<file path="config.mk">
export PLATFORM = sky130hd
export DESIGN_NAME = mhsc_ctrl
export DESIGN_NICKNAME = d
export VERILOG_FILES = /design/src/hw/rtl/mhsc_pkg.sv /design/src/hw/rtl/mhsc_ctrl.sv
export SDC_FILE = /design/constraint.sdc
export NUM_CORES = 1
export LEC_CHECK = 0
export BUFFER_PORTS_ARGS = -buffer_cell sky130_fd_sc_hd__buf_2
export CORE_AREA = 2 2 39 41
export DETAILED_ROUTE_END_ITERATION = 10
export DIE_AREA = 0 0 41 43
export GPL_TIMING_DRIVEN = 1
export SYNTH_ARGS = -nofsm -noshare
export SYNTH_HDL_FRONTEND = slang
export SYNTH_SLANG_ARGS = --single-unit
</file>
<file path="constraint.sdc">
create_clock -name clk_i -period 2.2 [get_ports clk_i]
set_clock_uncertainty 0.15 [all_clocks]
set_input_delay 0.55 -clock clk_i [delete_from_list [all_inputs] [get_ports clk_i]]
set_output_delay 0.55 -clock clk_i [all_outputs]
set_load 0.02 [all_outputs]
</file>
<file path="src/hw/rtl/mhsc_pkg.sv">
// ----------------------------------------------------------------------------
// mhsc_pkg
// Shared types and constants of the minhash signature compare block.
// ----------------------------------------------------------------------------
package mhsc_pkg;

  localparam int ELEM_W     = 31;
  localparam int COEF_W     = 62;
  localparam int HIU_W      = 3;
  localparam int HIDX_OUT_W = 3;
  localparam int MATCH_W    = 3;
  localparam int CFG_IDX_W  = 3;
  localparam int CFG_DATA_W = COEF_W;
  localparam int COEF_REGS  = 5;

  // iterative remainder unit: 64-bit dividend, four bits per cycle
  localparam int DVD_W      = 64;
  localparam int DIV_STEPS  = 4;
  localparam int DIV_CYCLES = DVD_W / DIV_STEPS;
  localparam int DIV_CNT_W  = $clog2(DIV_CYCLES);

  localparam logic [CFG_IDX_W-1:0] REG_HASHES  = 3'd0;
  localparam logic [CFG_IDX_W-1:0] REG_MODULUS = 3'd1;
  localparam int                   REG_COEF0   = 2;

  localparam logic [HIU_W-1:0]  HASHES_RESET  = 3'd5;
  localparam logic [ELEM_W-1:0] MODULUS_RESET = 31'h7FFF_FFFF;
  localparam logic [COEF_W-1:0] COEF_RESET    = 62'h0000_0000_8000_0000;
  localparam logic [ELEM_W-1:0] MIN_RESET     = 31'h7FFF_FFFF;

  typedef struct packed {
    logic              cmd;
    logic [ELEM_W-1:0] element;
  } in_item_t;

  typedef struct packed {
    logic [HIDX_OUT_W-1:0] hash_index;
    logic [ELEM_W-1:0]     min_value;
    logic [MATCH_W-1:0]    match_count;
    logic                  reference_valid;
    logic                  range_error;
    logic                  last;
  } out_item_t;

  typedef enum logic [3:0] {
    ST_IDLE,
    ST_CHECK,
    ST_MUL,
    ST_START,
    ST_DIV,
    ST_COMPARE,
    ST_LOAD,
    ST_SEND,
    ST_FINISH
  } ctrl_state_e;

  typedef struct packed {
    logic latch_in;
    logic set_err;
    logic hash_clr;
    logic hash_inc;
    logic mul;
    logic mod_start;
    logic upd_min;
    logic compare;
    logic load_out;
    logic finish;
  } ctrl_cmd_t;

  typedef struct packed {
    logic oor;
    logic fin;
    logic hash_last;
    logic out_last;
    logic mod_busy;
  } dp_status_t;

endpackage

</file>
<file path="src/hw/rtl/mhsc_ctrl.sv">
// ----------------------------------------------------------------------------
// mhsc_ctrl
// Sequencer: hash loop per in-range element; a finishing item then gets compare and result emission.
// ----------------------------------------------------------------------------
module mhsc_ctrl (
  input  logic                  clk_i,
  input  logic                  rst_ni,
  input  logic                  in_valid_i,
  input  logic                  out_ready_i,
  input  mhsc_pkg::dp_status_t  status_i,
  output mhsc_pkg::ctrl_cmd_t   cmd_o,
  output logic                  in_ready_o,
  output logic                  out_valid_o
);
  import mhsc_pkg::*;

  ctrl_state_e state_q, state_d;

  always_ff @(posedge clk_i or negedge rst_ni) begin
    if (!rst_ni) begin
      state_q <= ST_IDLE;
    end else begin
      state_q <= state_d;
    end
  end

  always_comb begin
    state_d = state_q;
    unique case (state_q)
      ST_IDLE: begin
        if (in_valid_i) state_d = ST_CHECK;
      end
      ST_CHECK: begin
        if (!status_i.oor)     state_d = ST_MUL;
        else if (status_i.fin) state_d = ST_COMPARE;
        else                   state_d = ST_IDLE;
      end
      ST_MUL:   state_d = ST_START;
      ST_START: state_d = ST_DIV;
      ST_DIV: begin
        if (!status_i.mod_busy) begin
          if (!status_i.hash_last) state_d = ST_MUL;
          else if (status_i.fin)   state_d = ST_COMPARE;
          else                     state_d = ST_IDLE;
        end
      end
      ST_COMPARE: state_d = ST_LOAD;
      ST_LOAD:    state_d = ST_SEND;
      ST_SEND: begin
        if (out_ready_i) state_d = status_i.out_last ? ST_FINISH : ST_LOAD;
      end
      ST_FINISH: state_d = ST_IDLE;
      default:   state_d = ST_IDLE;
    endcase
  end

  always_comb begin
    cmd_o       = '0;
    in_ready_o  = 1'b0;
    out_valid_o = 1'b0;
    unique case (state_q)
      ST_IDLE: begin
        in_ready_o     = 1'b1;
        cmd_o.latch_in = in_valid_i;
      end
      ST_CHECK: begin
        cmd_o.set_err  = status_i.oor;
        cmd_o.hash_clr = 1'b1;
      end
      ST_MUL:   cmd_o.mul = 1'b1;
      ST_START: cmd_o.mod_start = 1'b1;
      ST_DIV: begin
        cmd_o.upd_min  = !status_i.mod_busy;
        cmd_o.hash_inc = !status_i.mod_busy && !status_i.hash_last;
      end
      ST_COMPARE: begin
        cmd_o.compare  = 1'b1;
        cmd_o.hash_clr = 1'b1;
      end
      ST_LOAD: cmd_o.load_out = 1'b1;
      ST_SEND: begin
        out_valid_o    = 1'b1;
        cmd_o.hash_inc = out_ready_i && !status_i.out_last;
      end
      ST_FINISH: cmd_o.finish = 1'b1;
      default: ;
    endcase
  end

endmodule
</file>
Word level (Yosys, flattened, before mapping)
Index checks and enable logic that the tools add are counted.
- bits in registers: 4
- input bits: 9
- output and inout bits: 12
- logic and storage cells: 40
- multiplexer cells: 20
- reduce and logical (&&, ||, !) cells: 8
- equality and inequality tests: 11
- operators by type and width (cell ; count):
    $pmux W4 S8 ; 1
    $mux W4 ; 5
    $eq A4 B3 Y1 const B ; 4
    $mux W1 ; 11
    $eq A4 B2 Y1 const B ; 2
    $mux W3 ; 2
    $ne A2 B2 Y1 const B ; 3
    $eq A4 B1 Y1 const B ; 1
    $eq A4 B4 Y1 const B ; 1
    $logic_not A4 Y1 ; 1
    $logic_not A1 Y1 ; 3
    $reduce_and A3 Y1 ; 1
    $logic_and A1 B1 Y1 ; 2
    $pmux W1 S2 ; 1
    $reduce_or A2 Y1 ; 1

Longest topological paths before layout
Gate-level depths: netlist (run 1).
- word-level depth: 4
- gate-level depth with buffers: 5
- gate-level depth less buffers: 4

Worst setup path before layout (run 1)
No wires, ideal clock.
- path type: flip-flop to output port
- from: reg state_q[2]
- to: out cmd_o[9] (netlist name)
- data arrival time: 1.705 ns
- path buffers: 1
- required time: 1.500 ns
- slack: -0.205 ns
- stages on the path, launching flop included: 4
- path through: dfrtp_1 > clkbuf_1 > nor4_1 > and2_1
- RTL lines (item ; line ; RTL):
    start: declaration ; mhsc_ctrl.sv:17 ; ctrl_state_e state_q, state_d;
    start signal: assignment ; mhsc_ctrl.sv:23 ; state_q <= state_d;
    end: declaration ; mhsc_ctrl.sv:11 ; output mhsc_pkg::ctrl_cmd_t cmd_o,

==> results of run 1 <==
-- synth_stat cells (all sizes together) --
| library cell | n | area share |
|---|---|---|
| a2111oi | 1 | 0.038 |
| a211oi | 1 | 0.019 |
| a21o | 1 | 0.019 |
| a21oi | 4 | 0.060 |
| a32o | 1 | 0.025 |
| and2 | 1 | 0.016 |
| buf | 2 | 0.025 |
| clkbuf | 2 | 0.019 |
| dfrtp | 4 | 0.25 |
| inv | 4 | 0.038 |
| nand2 | 3 | 0.028 |
| nand2b | 3 | 0.054 |
| nand3b | 3 | 0.057 |
| nor2 | 7 | 0.066 |
| nor3 | 2 | 0.025 |
| nor4 | 5 | 0.079 |
| nor4b | 2 | 0.044 |
| o21ai | 1 | 0.013 |
| o41ai | 1 | 0.041 |
| or3 | 3 | 0.060 |
| or3b | 1 | 0.022 |
-- tightest hold or removal path, stage by stage --
cell and delay (ns):
buf_2 0.10, inv_1 0.08, nor4_1 0.06
-- routing by layer --
metal	routed length, µm	share of wire
met1	469	0.48
met2	465	0.47
met3	50	0.051
met4	0	0
met5	0	0
-- layout make-up --
class	count	area, µm²
fill	138	779.5
clock buffer	3	22.52
sequential	4	103.9
tap	16	20.02
inverter	4	15.01
timing repair buffer	27	157.7
multi-input combinational	40	285.3
-- worst paths after layout --
kind / start / slack, ns / to / depth (start not counted)
worst min register to register: state_q[3]$_DFFE_PN0P_ / 0.50 / state_q[3]$_DFFE_PN0P_ / 2
min in group asynchronous: rst_ni / 0.51 / state_q[3]$_DFFE_PN0P_ / 2
worst max-delay path: state_q[1]$_DFFE_PN0P_ / 0.10 / cmd_o[0] / 3
max in group asynchronous: rst_ni / 1.26 / state_q[2]$_DFFE_PN0P_ / 2
worst min-delay path: status_i[1] / 0.47 / state_q[3]$_DFFE_PN0P_ / 3
worst max register to register: state_q[1]$_DFFE_PN0P_ / 0.45 / state_q[1]$_DFFE_PN0P_ / 5
-- logic make-up after synthesis --
group                  count (synthesis)  share of synthesized area
AOI/OAI and AO/OA                     10                     0.2145
and+or+nand+nor                       30                     0.4511
buffers and inverters                  8                    0.08202
DFF                                    4                     0.2524
-- what timing repair did --
item,4_1_cts,5_1_grt
hold endpoints to repair,4,0
gates resized for setup,1,4
endpoints found under the setup margin,1,4
hold buffers,1,0
pin swaps,0,0
setup buffers,0,3
-- stage by stage --
step           power [mW]  instances  hold WS (ns)  utilization
2_1_floorplan      0.5661         52        0.1044            -
3_3_place_gp       0.7060         87        0.2063       0.3861
3_5_place_dp       0.7044         87        0.2060       0.3861
4_1_cts            0.8072         91        0.4582       0.4105
5_1_grt            0.9419         94        0.4863       0.4367
6_report           0.8590         94        0.4652       0.4367
-- power by group --
group	internal, mW	leakage [nW]	switching [mW]
logic	0.266	0.233	0.311
registers	0.113	0.0466	0.0814
clock network	0.0608	0.0138	0.0269
total	0.440	0.294	0.419
==> results by group, run 1 <==
Run status
  – Run status: finished, final reports clean

STA
  – Unrepaired setup endpoints after global routing: false
  – Slew HR: 0.7779
  – Final setup viols: 0
  – Post-route setup slack: 0.1004 ns
  – Slew at the pin closest to its max-slew limit: between 0.3 and 0.4 ns
  – Fin crit share: 0.9544
  – Min Tclk post-route: 2.100 ns
  – Pins Over Slew Limit: 0
  – Final hold vios: 0
  – Fmax: approximately 0.48 GHz
  – Setup TNS: 0 ns

Layout
  – Design area: 604.3 µm²
  – Most common cell after layout, fill and taps aside: buf_2
  – Most frequent cells in the layout: 19 x buf_2, 7 x nor2_1, 7 x buf_4
  – Ratio of cells with drive above 1 in the final layout: 0.5000
  – Layout area overhead: 52.37%
  – Nets: 89
  – Max reg flops: 4
  – N_diodes: 0
  – Largest regs: state_q (4)
  – Reg with most FFs: state_q

Synthesis
  – Synth Net Count: between 60 and 70
  – Sequential area share after synthesis: 0.2524
  – Post-Syn Area per Cell: approximately 7.6 µm²
  – Synthesized instance count: between 50 and 60
  – Mapped cell area: ~400 µm²
  – Seq cells post-synth: 4
  – Distinct cells, synth: 24
  – YS warnings: 0

Global routing
  – Grt total ovfl: 0
  – First-pass GRT wire length: ~1500 µm
  – GRT Total Usage: 0.1191
  – Met3 usage: 0
  – Largest net degree at the start of global routing: 13
  – GR Util met1: 0.1732
  – Busiest layer in global routing: met2
  – Vias in the first global route: about 380
  – Met2 Resource Use GR: 0.1750
  – Initial antenna violation count: 0

Setup path
  – CP bufs+invs: 2
  – Maximum fanout along the worst path: 9
  – WP data arrival: 1.40 ns
  – CP endpoint kind: output port
  – WP data required: 1.50 ns
  – Setup crit start kind: flip-flop
  – Delay-heaviest family, CP: flip-flops
  – CP peak stage delay: ~0.47 ns
  – Setup CP Type: flip-flop to output port
  – Cell Chain, Critical Path: buf_4, nor4b_1, buf_2
  – Slowest CP cell: dfrtp_2

Clock tree
  – H-tree Lvls: 1
  – Insertion delay to the later sink of the worst-skew pair: approximately 0.23 ns
  – Clock Pin Slew Worst Setup and Hold Paths: roughly 0.040 ns
  – Clock Sinks: 4
  – Clock Tree Root: clkbuf_4
  – TritonCTS clock tree: done
  – Inserted Clock Buffers: 3
  – Clock Tree Buf Depth: 2

Die
  – Die Y: 43 µm
  – Io pins: 21
  – Die width: 41 µm
  – FP Rows: 14
  – Core area: between 1000 and 1500 µm²
  – Initial Utilization: 0.2866
  – Die footprint: 1763 µm²

Placement
  – Place WS: 0.2405 ns
  – Hpwl dp: between 700 and 800 µm
  – Port Buf Inserts: 20
  – Final GP Congestion: roughly 0.75
  – Placed inst area: around 530 µm²

Detailed routing
  – Initial drt markers: 3
  – Routed WL: between 900 and 1000 µm
  – Residual DRC: 0
  – Vias/cell: 4.777
  – Post-DRT Antenna Nets: 0
  – DRT Pass-1 Iters: 4
  – Drt wl/cell: about 10 µm
  – Routed vias: about 450

Pwr
  – Peak supply drop: 0.7375 mV
  – Pleak: around 0.29 nW
  – Cell Pwr Density: between 1000 and 1500 nW/µm²

Flow run
  – Max-cap violations: 0

Worst hold path
  – HP Class: primary input to flip-flop
(Power assumes the default switching activity.)
==> inputs of run 2 (changes only) <==
==> constraint.sdc (replaced) <==
create_clock -name clk_i -period 2.2 [get_ports clk_i]
set_clock_uncertainty 0.15 [all_clocks]
set_input_delay 0.55 -clock clk_i [delete_from_list [all_inputs] [get_ports clk_i]]
set_output_delay 0.55 -clock clk_i [all_outputs]
set_load 0.01 [all_outputs]
==> results by group, run 2 (synthesized netlist as in run 1, its figures left out) <==
Placement
  – Final GP Congestion: around 0.71
  – Placed inst area: between 500 and 600 µm²
  – Port Buf Inserts: 20
  – Hpwl dp: ~770 µm

Setup path
  – Cell Chain, Critical Path: nand2b_2, nor4_1, a32o_1, buf_2
  – Setup crit start kind: flip-flop
  – Maximum fanout along the worst path: 7
  – Slowest CP cell: dfrtp_1
  – CP bufs+invs: 1
  – Delay-heaviest family, CP: simple AND/OR/NAND/NOR gates
  – WP data arrival: ~1.4 ns
  – CP peak stage delay: around 0.36 ns
  – WP data required: approximately 1.5 ns
  – Setup CP Type: flip-flop to output port
  – CP endpoint kind: output port

Pwr
  – Total Power: 720.8 µW
  – Pleak: 0.2714 nW
  – Peak supply drop: 0.5206 mV
  – Cell Pwr Density: approximately 1300 nW/µm²

Layout
  – Ratio of cells with drive above 1 in the final layout: 0.4459
  – Nets: 85
  – N_diodes: 0
  – Most frequent cells in the layout: 20 x buf_2, 7 x nor2_1, 5 x nor4_1
  – Layout area overhead: 38.80%
  – Reg with most FFs: state_q
  – Largest regs: state_q (4)
  – Max reg flops: 4
  – Most common cell after layout, fill and taps aside: buf_2
  – Design area: between 500 and 600 µm²

STA
  – Fmax: 0.4715 GHz
  – Slew HR: 0.7585
  – Final hold slack: around 0.48 ns
  – Setup TNS: 0 ns
  – Fin crit share: 0.9641
  – Pins Over Slew Limit: 0
  – Slew at the pin closest to its max-slew limit: 0.3590 ns
  – Final setup viols: 0
  – Unrepaired setup endpoints after global routing: true
  – Final hold vios: 0
  – Min Tclk post-route: about 2.1 ns

Clock tree
  – Post-CTS setup buffer count: 0
  – Inserted Clock Buffers: 3
  – Insertion delay to the later sink of the worst-skew pair: between 0.2 and 0.25 ns
  – Clock Pin Slew Worst Setup and Hold Paths: roughly 0.040 ns
  – Clock Sinks: 4
  – TritonCTS clock tree: done
  – Clock Tree Buf Depth: 2
  – Clock Tree Root: clkbuf_4
  – H-tree Lvls: 1

Detailed routing
  – Routed vias: ~470
  – Residual DRC: 0
  – Drt wl/cell: between 10 and 15 µm
  – Vias/cell: 5.167
  – Initial drt markers: 6
  – Post-DRT Antenna Nets: 0
  – Routed WL: 1009 µm
  – DRT Pass-1 Iters: 4

Global routing
  – First-pass GRT wire length: ~1400 µm
  – Largest net degree at the start of global routing: 16
  – Vias in the first global route: approximately 340
  – GRT Total Usage: 0.1160
  – Grt total ovfl: 0
  – Initial antenna violation count: 0

Worst hold path
  – HP Class: primary input to flip-flop

Flow run
  – Max-cap violations: 0

Die
  – Die Y: 43 µm
  – Die footprint: 1763 µm²
  – Initial Utilization: 0.2866
  – Die width: approximately 41 µm
  – Io pins: 21
  – Core area: 1384 µm²
  – FP Rows: 14

Run status
  – Run status: finished, final reports clean
-- run 2: cell types whose count changed in the layout (fill, tap and decap cells not counted) --
cell	previous run	this run
buf_2	19	20
buf_4	7	2
nor4_1	3	5
nor4_2	1	0
nor4_4	1	0
-- run 2: cell type report --
cell class / count / area, µm²
timing repair buffer: 23 / 125.1
tap: 16 / 20.02
multi-input combinational: 40 / 264.0
fill: 150 / 833.3
inverter: 4 / 15.01
clock buffer: 3 / 22.52
sequential: 4 / 103.9
-- run 2: tightest hold or removal path: stages --
cell,delay [ns]
buf_2,0.11
inv_1,0.09
nor4_1,0.07
-- run 2: what timing repair did --
| action | in CTS | in global routing |
|---|---|---|
| hold buffers | 1 | 0 |
| gates resized for setup | 1 | 2 |
| endpoints found under the hold margin | 4 | 0 |
| endpoints found under the setup margin | 1 | 3 |
| pin swaps | 0 | 0 |
-- run 2: final timing paths --
check | slack [ns] | startpoint | cells past startpoint | to
worst max-delay path | 0.08 | state_q[3]$_DFFE_PN0P_ | 4 | cmd_o[6]
worst min-delay path | 0.48 | status_i[1] | 3 | state_q[3]$_DFFE_PN0P_
worst max register to register | 0.54 | state_q[0]$_DFFE_PN0P_ | 4 | state_q[1]$_DFFE_PN0P_
worst min register to register | 0.49 | state_q[3]$_DFFE_PN0P_ | 2 | state_q[1]$_DFFE_PN0P_
max in group asynchronous | 1.28 | rst_ni | 2 | state_q[2]$_DFFE_PN0P_
min in group asynchronous | 0.50 | rst_ni | 2 | state_q[3]$_DFFE_PN0P_
-- run 2: through the flow --
stage | worst slack, ns | utilization | cells
2_1_floorplan | 0.1617 | - | 52
3_3_place_gp | 0.2070 | 0.3716 | 86
3_5_place_dp | 0.2428 | 0.3716 | 86
4_1_cts | 0.01652 | 0.3960 | 90
5_1_grt | -0.004260 | 0.3978 | 90
6_report | 0.07891 | 0.3978 | 90
-- run 2: where the power goes --
group	switching [mW]	leakage (nW)	internal [mW]	total (mW)
logic	0.224	0.211	0.205	0.429
registers	0.0911	0.0466	0.113	0.204
clock network	0.0265	0.0138	0.0608	0.0873
total	0.342	0.271	0.379	0.721
-- run 2: per-layer routing --
| layer | vias to the layer above | routed length [µm] | GRT usage | share of wire |
|---|---|---|---|---|
| li1 | 237 | - | - | - |
| met1 | 209 | 460 | 0.1634 | 0.46 |
| met2 | 19 | 468 | 0.1656 | 0.46 |
| met3 | 0 | 80 | 0.01571 | 0.079 |
| met4 | 0 | 0 | 0.06000 | 0 |
| met5 | - | 0 | 0 | 0 |
