==> config.mk <==
export PLATFORM = sky130hd
export DESIGN_NAME = mhsc_datapath
export DESIGN_NICKNAME = d
export VERILOG_FILES = /design/src/hw/rtl/mhsc_pkg.sv /design/src/hw/rtl/mhsc_mod_unit.sv /design/src/hw/rtl/mhsc_datapath.sv
export SDC_FILE = /design/constraint.sdc
export NUM_CORES = 2
export LEC_CHECK = 0
export ABC_CLOCK_PERIOD_IN_PS = 15100
export CAP_MARGIN = 5
export CORE_ASPECT_RATIO = 1.5
export CORE_MARGIN = 10
export CORE_UTILIZATION = 35
export CTS_BUF_LIST = sky130_fd_sc_hd__clkbuf_4
export CTS_CLUSTER_DIAMETER = 30
export DETAILED_ROUTE_END_ITERATION = 8
export DONT_BUFFER_PORTS = 1
export SLEW_MARGIN = 40
export SYNTH_ARGS = -nofsm -noshare
export SYNTH_HDL_FRONTEND = slang
export SYNTH_SLANG_ARGS = --single-unit
==> constraint.sdc <==
create_clock -name clk_i -period 15.1 [get_ports clk_i]
set_clock_uncertainty 0.05 [all_clocks]
set_input_delay 1.51 -clock clk_i [delete_from_list [all_inputs] [get_ports clk_i]]
set_output_delay 1.51 -clock clk_i [all_outputs]
set_load 0.005 [all_outputs]
==> src/hw/rtl/mhsc_pkg.sv <==
// ----------------------------------------------------------------------------
// mhsc_pkg
// Shared types and constants of the minhash signature compare block.
// ----------------------------------------------------------------------------
package mhsc_pkg;

  localparam int ELEM_W     = 31;
  localparam int COEF_W     = 62;
  localparam int HIU_W      = 3;
  localparam int HIDX_OUT_W = 3;
  localparam int MATCH_W    = 3;
  localparam int CFG_IDX_W  = 3;
  localparam int CFG_DATA_W = COEF_W;
  localparam int COEF_REGS  = 5;

  // iterative remainder unit: 64-bit dividend, four bits per cycle
  localparam int DVD_W      = 64;
  localparam int DIV_STEPS  = 4;
  localparam int DIV_CYCLES = DVD_W / DIV_STEPS;
  localparam int DIV_CNT_W  = $clog2(DIV_CYCLES);

  localparam logic [CFG_IDX_W-1:0] REG_HASHES  = 3'd0;
  localparam logic [CFG_IDX_W-1:0] REG_MODULUS = 3'd1;
  localparam int                   REG_COEF0   = 2;

  localparam logic [HIU_W-1:0]  HASHES_RESET  = 3'd5;
  localparam logic [ELEM_W-1:0] MODULUS_RESET = 31'h7FFF_FFFF;
  localparam logic [COEF_W-1:0] COEF_RESET    = 62'h0000_0000_8000_0000;
  localparam logic [ELEM_W-1:0] MIN_RESET     = 31'h7FFF_FFFF;

  typedef struct packed {
    logic              cmd;
    logic [ELEM_W-1:0] element;
  } in_item_t;

  typedef struct packed {
    logic [HIDX_OUT_W-1:0] hash_index;
    logic [ELEM_W-1:0]     min_value;
    logic [MATCH_W-1:0]    match_count;
    logic                  reference_valid;
    logic                  range_error;
    logic                  last;
  } out_item_t;

  typedef enum logic [3:0] {
    ST_IDLE,
    ST_CHECK,
    ST_MUL,
    ST_START,
    ST_DIV,
    ST_COMPARE,
    ST_LOAD,
    ST_SEND,
    ST_FINISH
  } ctrl_state_e;

  typedef struct packed {
    logic latch_in;
    logic set_err;
    logic hash_clr;
    logic hash_inc;
    logic mul;
    logic mod_start;
    logic upd_min;
    logic compare;
    logic load_out;
    logic finish;
  } ctrl_cmd_t;

  typedef struct packed {
    logic oor;
    logic fin;
    logic hash_last;
    logic out_last;
    logic mod_busy;
  } dp_status_t;

endpackage

==> src/hw/rtl/mhsc_mod_unit.sv <==
// ----------------------------------------------------------------------------
// mhsc_mod_unit
// Iterative restoring remainder, four quotient bits per cycle.
// ----------------------------------------------------------------------------
module mhsc_mod_unit (
  input  logic                          clk_i,
  input  logic                          rst_ni,
  input  logic                          start_i,
  input  logic [mhsc_pkg::DVD_W-1:0]    dividend_i,
  input  logic [mhsc_pkg::ELEM_W-1:0]   divisor_i,
  output logic                          busy_o,
  output logic [mhsc_pkg::ELEM_W-1:0]   rem_o
);
  import mhsc_pkg::*;

  logic                 busy_q, busy_d;
  logic [DIV_CNT_W-1:0] cnt_q, cnt_d;
  logic [DVD_W-1:0]     dvd_q, dvd_d;
  logic [ELEM_W-1:0]    rem_q, rem_d;

  always_comb begin
    logic [ELEM_W-1:0] r;
    logic [ELEM_W:0]   t;
    r = rem_q;
    for (int j = 0; j < DIV_STEPS; j++) begin
      t = {r, dvd_q[DVD_W-1-j]};
      if (t >= {1'b0, divisor_i}) begin
        t = t - {1'b0, divisor_i};
      end
      r = t[ELEM_W-1:0];
    end
    busy_d = busy_q;
    cnt_d  = cnt_q;
    dvd_d  = dvd_q;
    rem_d  = rem_q;
    if (start_i) begin
      busy_d = 1'b1;
      cnt_d  = '0;
      dvd_d  = dividend_i;
      rem_d  = '0;
    end else if (busy_q) begin
      rem_d = r;
      dvd_d = dvd_q << DIV_STEPS;
      cnt_d = cnt_q + 1'b1;
      if (cnt_q == DIV_CNT_W'(DIV_CYCLES - 1)) begin
        busy_d = 1'b0;
      end
    end
  end

  always_ff @(posedge clk_i or negedge rst_ni) begin
    if (!rst_ni) begin
      busy_q <= 1'b0;
      cnt_q  <= '0;
    end else begin
      busy_q <= busy_d;
      cnt_q  <= cnt_d;
    end
  end

  always_ff @(posedge clk_i) begin
    dvd_q <= dvd_d;
    rem_q <= rem_d;
  end

  assign busy_o = busy_q;
  assign rem_o  = rem_q;

endmodule

==> src/hw/rtl/mhsc_datapath.sv <==
// ----------------------------------------------------------------------------
// mhsc_datapath
// Hash arithmetic, running minima, reference signature and result register.
// ----------------------------------------------------------------------------
module mhsc_datapath #(
  parameter int unsigned NUM_HASH = 5
) (
  input  logic                          clk_i,
  input  logic                          rst_ni,
  input  mhsc_pkg::ctrl_cmd_t           cmd_i,
  output mhsc_pkg::dp_status_t          status_o,
  input  mhsc_pkg::in_item_t            in_data_i,
  input  logic [mhsc_pkg::HIU_W-1:0]    hashes_in_use_i,
  input  logic [mhsc_pkg::ELEM_W-1:0]   modulus_i,
  input  logic [mhsc_pkg::COEF_W-1:0]   coef_i [NUM_HASH],
  output mhsc_pkg::out_item_t           out_data_o
);
  import mhsc_pkg::*;

  localparam int HIDX_W = (NUM_HASH > 1) ? $clog2(NUM_HASH) : 1;

  logic [ELEM_W-1:0]     elem_q;
  logic                  fin_q;
  logic [HIDX_W-1:0]     idx_q;
  logic [COEF_W-1:0]     prod_q;
  logic [ELEM_W-1:0]     min_q [NUM_HASH];
  logic [ELEM_W-1:0]     ref_q [NUM_HASH];
  logic                  present_q;
  logic                  err_q;
  logic [MATCH_W-1:0]    match_q, match_d;
  out_item_t             out_q;

  logic [COEF_W-1:0]     coef_sel;
  logic [ELEM_W-1:0]     a_sel, b_sel;
  logic [COEF_W-1:0]     prod_d;
  logic [COEF_W-1:0]     sum;
  logic [DVD_W-1:0]      dividend;
  logic [ELEM_W-1:0]     rem;
  logic                  mod_busy;
  logic [HIU_W-1:0]      act_last;

  assign coef_sel = coef_i[idx_q];
  assign a_sel    = coef_sel[COEF_W-1:ELEM_W];
  assign b_sel    = coef_sel[ELEM_W-1:0];
  assign prod_d   = a_sel * elem_q;
  assign sum      = prod_q + COEF_W'(b_sel);
  assign dividend = DVD_W'(sum);

  mhsc_mod_unit u_mod (
    .clk_i      (clk_i),
    .rst_ni     (rst_ni),
    .start_i    (cmd_i.mod_start),
    .dividend_i (dividend),
    .divisor_i  (modulus_i),
    .busy_o     (mod_busy),
    .rem_o      (rem)
  );

  // zero hashes acts as one, too many acts as all of them
  always_comb begin
    if (hashes_in_use_i == '0) begin
      act_last = '0;
    end else if (hashes_in_use_i > HIU_W'(NUM_HASH)) begin
      act_last = HIU_W'(NUM_HASH - 1);
    end else begin
      act_last = hashes_in_use_i - 1'b1;
    end
  end

  always_comb begin
    match_d = '0;
    for (int k = 0; k < NUM_HASH; k++) begin
      if (present_q && (HIU_W'(k) <= act_last) && (min_q[k] == ref_q[k])) begin
        match_d = match_d + 1'b1;
      end
    end
  end

  assign status_o.oor       = elem_q >= modulus_i;
  assign status_o.fin       = fin_q;
  assign status_o.hash_last = idx_q == HIDX_W'(NUM_HASH - 1);
  assign status_o.out_last  = HIU_W'(idx_q) == act_last;
  assign status_o.mod_busy  = mod_busy;

  always_ff @(posedge clk_i or negedge rst_ni) begin
    if (!rst_ni) begin
      idx_q     <= '0;
      present_q <= 1'b0;
      err_q     <= 1'b0;
      for (int k = 0; k < NUM_HASH; k++) begin
        min_q[k] <= MIN_RESET;
      end
    end else begin
      if (cmd_i.hash_clr) begin
        idx_q <= '0;
      end else if (cmd_i.hash_inc) begin
        idx_q <= idx_q + 1'b1;
      end
      if (cmd_i.set_err) begin
        err_q <= 1'b1;
      end
      if (cmd_i.upd_min && (rem < min_q[idx_q])) begin
        min_q[idx_q] <= rem;
      end
      if (cmd_i.finish) begin
        present_q <= 1'b1;
        err_q     <= 1'b0;
        for (int k = 0; k < NUM_HASH; k++) begin
          min_q[k] <= MIN_RESET;
        end
      end
    end
  end

  always_ff @(posedge clk_i) begin
    if (cmd_i.latch_in) begin
      elem_q <= in_data_i.element;
      fin_q  <= in_data_i.cmd;
    end
    if (cmd_i.mul) begin
      prod_q <= prod_d;
    end
    if (cmd_i.compare) begin
      match_q <= match_d;
    end
    if (cmd_i.finish) begin
      for (int k = 0; k < NUM_HASH; k++) begin
        ref_q[k] <= min_q[k];
      end
    end
    if (cmd_i.load_out) begin
      out_q.hash_index      <= HIDX_OUT_W'(idx_q);
      out_q.min_value       <= min_q[idx_q];
      out_q.match_count     <= status_o.out_last ? match_q : '0;
      out_q.reference_valid <= present_q;
      out_q.range_error     <= err_q;
      out_q.last            <= status_o.out_last;
    end
  end

  assign out_data_o = out_q;

endmodule

* After elaboration in Yosys (flattened, before gate mapping)
Memory sizes are Yosys's and may differ from the RTL's.
Index checks and enable logic that the tools add are counted.
** Storage, ports and cells
- Output and inout bits :: 45
- Input port bits :: 388
- RAM bits :: 155
- Logic and storage cells :: 112
- Bits in registers :: 397
- Memories kept :: 1
** Memory list
- ref_q :: depth 5, width 31, read ports 5, clocked after memory_dff 0, write ports 5, RTL line mhsc_datapath.sv:27 : logic [ELEM_W-1:0] ref_q [NUM_HASH];
** Operators by class
- Magnitude comparators :: 14
- Add/subtract/negate cells :: 12
- Multiplexer cells :: 35
- Multiply operators :: 1
- Reductions and logical operators :: 17
- Equality and inequality tests :: 8
- Bitwise logic cells :: 1
** Operators with widths (count)
- 155-bit 2-to-1 mux :: 2
- 62-bit 2-to-1 mux :: 4
- 31-bit 2-to-1 mux :: 7
- 62-bit binary-select mux with 3-bit select :: 1
- 155-bit bitwise mux :: 1
- 31-bit equality test :: 5
- 32-bit by 31-bit greater-or-equal comparator with 1-bit output :: 4
- 31-bit subtractor :: 4
- 31-bit binary-select mux with 3-bit select :: 1
- 31-bit demux with 3-bit select :: 1
- 62-bit by 31-bit adder with 62-bit output :: 1
- 31-bit by 31-bit multiplier with 62-bit output :: 1
- 31-bit greater-or-equal comparator :: 1
- 31-bit less-than comparator :: 1
- 3-bit 2-to-1 mux :: 8
- 3-bit by 1-bit adder with 3-bit output, second input constant :: 5
- 1-bit logical AND :: 12
- 1-bit 2-to-1 mux :: 8
- 4-bit 2-to-1 mux :: 2
- 2-bit nonzero test :: 4
- 1-bit by 3-bit <= comparator with 1-bit output, first input constant :: 2
- 2-bit by 3-bit <= comparator with 1-bit output, first input constant :: 2
- 4-bit by 1-bit adder with 4-bit output, second input constant :: 1
- 4-bit equality test, second input constant :: 1
- 9 further kinds :: 9

* Logic depth before layout (Yosys ltp)
- Depth after elaboration :: 15
- Mapped depth :: 55

* Modules after synthesis
Synthesis repeated with hierarchy kept, for this count alone.
** Second synthesis, totals
- Cell total of the unflattened synthesis :: 6953
- Area total of the unflattened synthesis :: 67594.8 sq um
** By module, submodules not included
- mhsc_datapath :: cells each 5508, times used 1, area each 55657.1 sq um
- mhsc_mod_unit :: cells each 1445, times used 1, area each 11937.7 sq um

* Least setup slack after synthesis
OpenSTA, ideal clock, no wires.
- Path kind :: input-to-reg
- Start point :: input modulus_i[0] (netlist bit)
- End point :: register u_mod.rem_q[18] (netlist: u_mod.rem_o[18])
- Library setup time :: 0.120 ns
- Stages :: 51
- Arrival time :: 11.527 ns
- Path buffers :: 7
- Required time :: 14.930 ns
- Path slack :: 3.404 ns
- Cell sequence :: ha_1 -> inv_1 -> fa_1 -> a21oi_2 -> o211ai_1 -> a21o_1 -> and3_1 -> buf_4 -> a211oi_4 -> or2_1 -> buf_6 -> clkbuf_1 -> a211oi_1 -> nor2_1 -> inv_1 -> ha_1 -> o21ai_0 -> o211ai_1 -> [... 15 more ...] -> or3_1 -> a221oi_1 -> mux2i_1 -> buf_2 -> mux2_2 -> ha_1 -> or3_1 -> o21ai_0 -> a31o_2 -> o221ai_1 -> a21oi_1 -> nand2_1 -> a211oi_1 -> o311ai_0 -> a21bo_2 -> buf_2 -> a211oi_1 -> a211o_1
** On the way
- Word-level cells in the longest chain between the ends :: 8
- Elaborated cells on any way between the ends :: 12
** Ends and longest elaborated chain
- start: declaration :: RTL line mhsc_datapath.sv:14 : input logic [mhsc_pkg::ELEM_W-1:0] modulus_i,
- 31-bit subtractor / 32-bit by 31-bit greater-or-equal comparator with 1-bit output (equally long branches) :: RTL line mhsc_mod_unit.sv:28, mhsc_mod_unit.sv:27
- 31-bit 2-to-1 mux :: RTL line mhsc_mod_unit.sv:27 : if (t >= {1'b0, divisor_i}) begin
- 31-bit subtractor / 32-bit by 31-bit greater-or-equal comparator with 1-bit output (equally long branches) :: RTL line mhsc_mod_unit.sv:28, mhsc_mod_unit.sv:27
- 31-bit 2-to-1 mux :: RTL line mhsc_mod_unit.sv:27
- 31-bit subtractor / 32-bit by 31-bit greater-or-equal comparator with 1-bit output (equally long branches) :: RTL line mhsc_mod_unit.sv:28, mhsc_mod_unit.sv:27
- 31-bit 2-to-1 mux :: RTL line mhsc_mod_unit.sv:27
- 31-bit subtractor / 32-bit by 31-bit greater-or-equal comparator with 1-bit output (equally long branches) :: RTL line mhsc_mod_unit.sv:28, mhsc_mod_unit.sv:27
- 31-bit 2-to-1 mux * :: RTL line mhsc_mod_unit.sv:27
- end signal: assignment :: RTL line mhsc_mod_unit.sv:63 : rem_q <= rem_d;
- end: declaration :: RTL line mhsc_mod_unit.sv:19 : logic [ELEM_W-1:0] rem_q, rem_d;
Every way passes the cells marked *; elsewhere a longest branch is shown, timed or not.
A chain may end at the register's enable or synchronous reset.

* Worst setup path in the final report
- Start point :: input modulus_i[7] (netlist bit)
- End point :: register u_mod.rem_q[0] (netlist: u_mod.rem_o[0])
** On the way
- Word-level cells in the longest chain between the ends :: 8
- Elaborated cells on any way between the ends :: 11
** Ends and longest elaborated chain (RTL line)
- 31-bit subtractor / 32-bit by 31-bit greater-or-equal comparator with 1-bit output (equally long branches) :: mhsc_mod_unit.sv:28, mhsc_mod_unit.sv:27
- 31-bit 2-to-1 mux :: mhsc_mod_unit.sv:27
- 31-bit subtractor / 32-bit by 31-bit greater-or-equal comparator with 1-bit output (equally long branches) :: mhsc_mod_unit.sv:28, mhsc_mod_unit.sv:27
- 31-bit 2-to-1 mux :: mhsc_mod_unit.sv:27
- 31-bit subtractor / 32-bit by 31-bit greater-or-equal comparator with 1-bit output (equally long branches) :: mhsc_mod_unit.sv:28, mhsc_mod_unit.sv:27
- 31-bit 2-to-1 mux :: mhsc_mod_unit.sv:27
- 32-bit by 31-bit greater-or-equal comparator with 1-bit output * :: mhsc_mod_unit.sv:27
- 31-bit 2-to-1 mux * :: mhsc_mod_unit.sv:27
Marks and branches as above.

==> summary.md <==
| Metric | Value |
|---|---|
| Post-route minimum period | 12.94 ns |
| Met1 wire length | 85.0 mm |
| Final WS setup | 2.16 ns |
| Synth Net Count | 8655 |
| Met3 WL post-DR | 16.9 mm |
| Port bufs | 0 |
| Post-placement cell count | 9302 |
| Root buffer cell | clkbuf_4 |
| Seq/Total Area, Yosys | 23.4% |
| CTS sink count | 552 |
| Ratio of final minimum period to clock period | 85.7% |
| Ys flop type | edfxtp_1 |
| Rows | 196 |
| FF+latch count, synth | 552 |
| Vias | 52700 |
| Max Cap Viol | 0 |
| Die Ht | 555 um |
| Core Footprint | 190000 um^2 |
| Worst path slowest cell | nor2_1 |
| Largest net degree at the start of global routing | 313 |
| Post-CTS Repair Setup Buffers | 0 |
| GPL Wtd Cong | 0.951 |
| ANT nets after route | 0 |
| Num CTS Buffers | 156 |
| Worst-path clk slew | 0.07 ns |
| First-pass GRT wire length | 351 mm |
| WP data required | 16.00 ns |
| Final setup viols | 0 |
| Async SR Flop Fraction | 29.9% |
| DR iter-0 viols | 3905 |
| Hold Crit Class | in2async |
| Die X | 377 um |
| Yosys Warn Count | 0 |
| Crit path launch type | input pin |
| Post-Synthesis Cell Area | 66900 um^2 |
| Overflow left after global routing | 0 |
| Post-synth EDFFs | 354 |
| Max Root-Sink Buffers | 3 |
| Starting Density | 35.2% |
| Via/cell ratio | 5.48 |
| Initial antenna violation count | 40 |
| Slew Limit Headroom | 21.0% |
| Syn-to-layout area delta | 8.90% |
| Drt first pass iters | 6 |
| Yosys cell types | 96 |
| Setup TNS | 0 ns |
| Status | finished, final reports clean |
| Worst-margin pin slew | 1.18 ns |
| Share of layout cells above drive strength 1 | 12.1% |
| Final Hold Violating Endpoints | 0 |
| Wire per inst | 24.7 um |
| Max-slew violations | 0 |
| Top-Level Pins | 433 |
| Final wirelength | 237 mm |
| Met2 routed wirelength | 120 mm |
| Htree depth | 4 |
| Fmax | 77.3 MHz |
| Full die area | 209000 um^2 |
| Setup Crit Path Kind | in2reg |
| CP max stage delay | 0.67 ns |
| Post-Layout Cell Count | 9609 |
| Total track usage | 22.3% |
| Reg-to-reg slack, setup | 2.23 ns |
| Worst EP arrival | 13.84 ns |
| Most used cell, CP | buf_4 |
| CTS tree | done |
| Syn Inst Count | 6944 |
| Final nets | 8697 |
| Unrepaired setup endpoints after global routing | false |
| CP Max Fanout | 17 |
| Hpwl dp | 184 mm |
| Worst skew pair latency | 1.15 ns |
| Worst Setup End Kind | flop |
| Syn Area/Cell | 9.63 um^2 |
| # DRC | 0 |
| Top Layer Used | met5 |
| Placement Setup Slack | 0.989 ns |
| Vias in the first global route | 56400 |
[per-stage QoR]
stage	area, um^2	hold slack, ns	util [%]
finish	72800	0.192	38.3
CTS	72800	0.0388	38.3
global placement	70500	0.391	37.1
floorplan	66900	0.376	-
detailed placement	70600	0.393	37.1
global route	72800	0.0351	38.3
[per-layer routing]
layer | up-vias | GRT usage, %
met3 | 656 | 4.66
li1 | 23200 | -
met4 | 16 | 12.3
met1 | 26600 | 24.2
met2 | 2235 | 40.0
met5 | - | 0
[cell type report]
type                       count  area (um^2)
tap                         2475         3100
timing repair buffer         240         1890
multi-input combinational   4974        46000
fill                       18900       117000
antenna                       18         45.0
clock inverter                85          643
inverter                    1062         3990
sequential                   552        15600
clock buffer                 203         1520
[path summary, 6_finish.rpt]
kind                                             startpoint                     endpoint  cells past startpoint
worst max-delay path                           modulus_i[7]  u_mod.rem_o[0]$_SDFFE_PP0P_                     46
worst min register to register            err_q$_DFFE_PN0P_      out_data_o[1]$_DFFE_PP_                      0
worst max register to register  u_mod.rem_o[0]$_SDFFE_PP0P_  u_mod.rem_o[0]$_SDFFE_PP0P_                     45
min in group clk_i                                 cmd_i[7]         idx_q[1]$_DFFE_PN0P_                      1
worst min-delay path                                 rst_ni        min_q[61]$_DFFE_PN1P_                      0
max in group asynchronous                            rst_ni       u_mod.busy_o$_DFF_PN0_                      1
[what timing repair did]
| action | CTS | global route |
|---|---|---|
| setup endpoints to repair | 0 | 0 |
| hold buffers | 1 | 0 |
| gates resized for setup | 0 | 0 |
| endpoints found under the hold margin | 10 | 0 |
[worst max-delay path: cells and delay by family]
kind,cells,cell delay (ns)
mux,4,1.28
fa+ha+maj,4,1.55
compound gates,21,5.26
buf+inv,8,1.65
simple gates,9,2.53
[cell families (layout without fill, tap and decap cells)]
group | Yosys count | in the layout | share of synthesized area [%]
AOI/OAI and AO/OA | 1103 | 1103 | 11.5
xor gates and xnor gates | 361 | 361 | 4.73
adders and majority gates | 1323 | 1323 | 34.2
buffers and inverters | 1418 | 1590 | 8.04
DFF | 552 | 552 | 23.4
muxes | 214 | 214 | 4.58
other | 0 | 18 | 0
and+or+nand+nor | 1973 | 1973 | 13.6
[Yosys cell counts (113+ instances only)]
library cell / instances / area [um^2]
ha_1: 481 / 6020
and2_1: 215 / 1350
clkbuf_1: 317 / 1190
inv_1: 1060 / 3980
fa_1: 842 / 16900
edfxtp_1: 354 / 10600
dfstp_2: 155 / 4070
o21ai_0: 143 / 716
xnor2_1: 263 / 2300
nand2_1: 942 / 3540
a211o_1: 170 / 1490
a21oi_1: 275 / 1380
nor2_1: 327 / 1230
a21o_1: 113 / 848
[registers in the layout, summed over array words and instances (netlist names), 4 cells and up]
name	count
prod_q	62
u_mod.dvd_q	64
min_q	155
elem_q	31
ref_q	155
u_mod.rem_o	31
u_mod.cnt_q	4
out_data_o	40
[cells in the final DEF, fill, tap and decap left out, types with 18 or more instances in the layout]
cell type and count:
inv_1 1060, nand2_1 941, fa_1 842, ha_1 481, edfxtp_1 354, nor2_1 327
a21oi_1 274, xnor2_1 263, buf_4 230, and2_1 215, clkbuf_4 203, a211o_1 170
dfstp_2 155, o21ai_0 141, a21o_1 113, mux2_2 99, xor2_1 98, nor2b_1 93
o21a_1 86, nand3_1 76, nor3_1 74, nand4_1 72, mux4_2 62, a22o_1 54
mux2i_1 49, clkinv_1 39, nor4_1 37, dfxtp_1 33, and3_1 32, o211ai_1 31
a31oi_1 27, nand2b_1 27, o21bai_1 27, a311oi_1 25, clkinv_2 24, a211oi_1 24
diode_2 18, or3_1 18
Power is not shown: default switching activity piles up to over one toggle a cycle in this logic, so the estimate is an artifact.
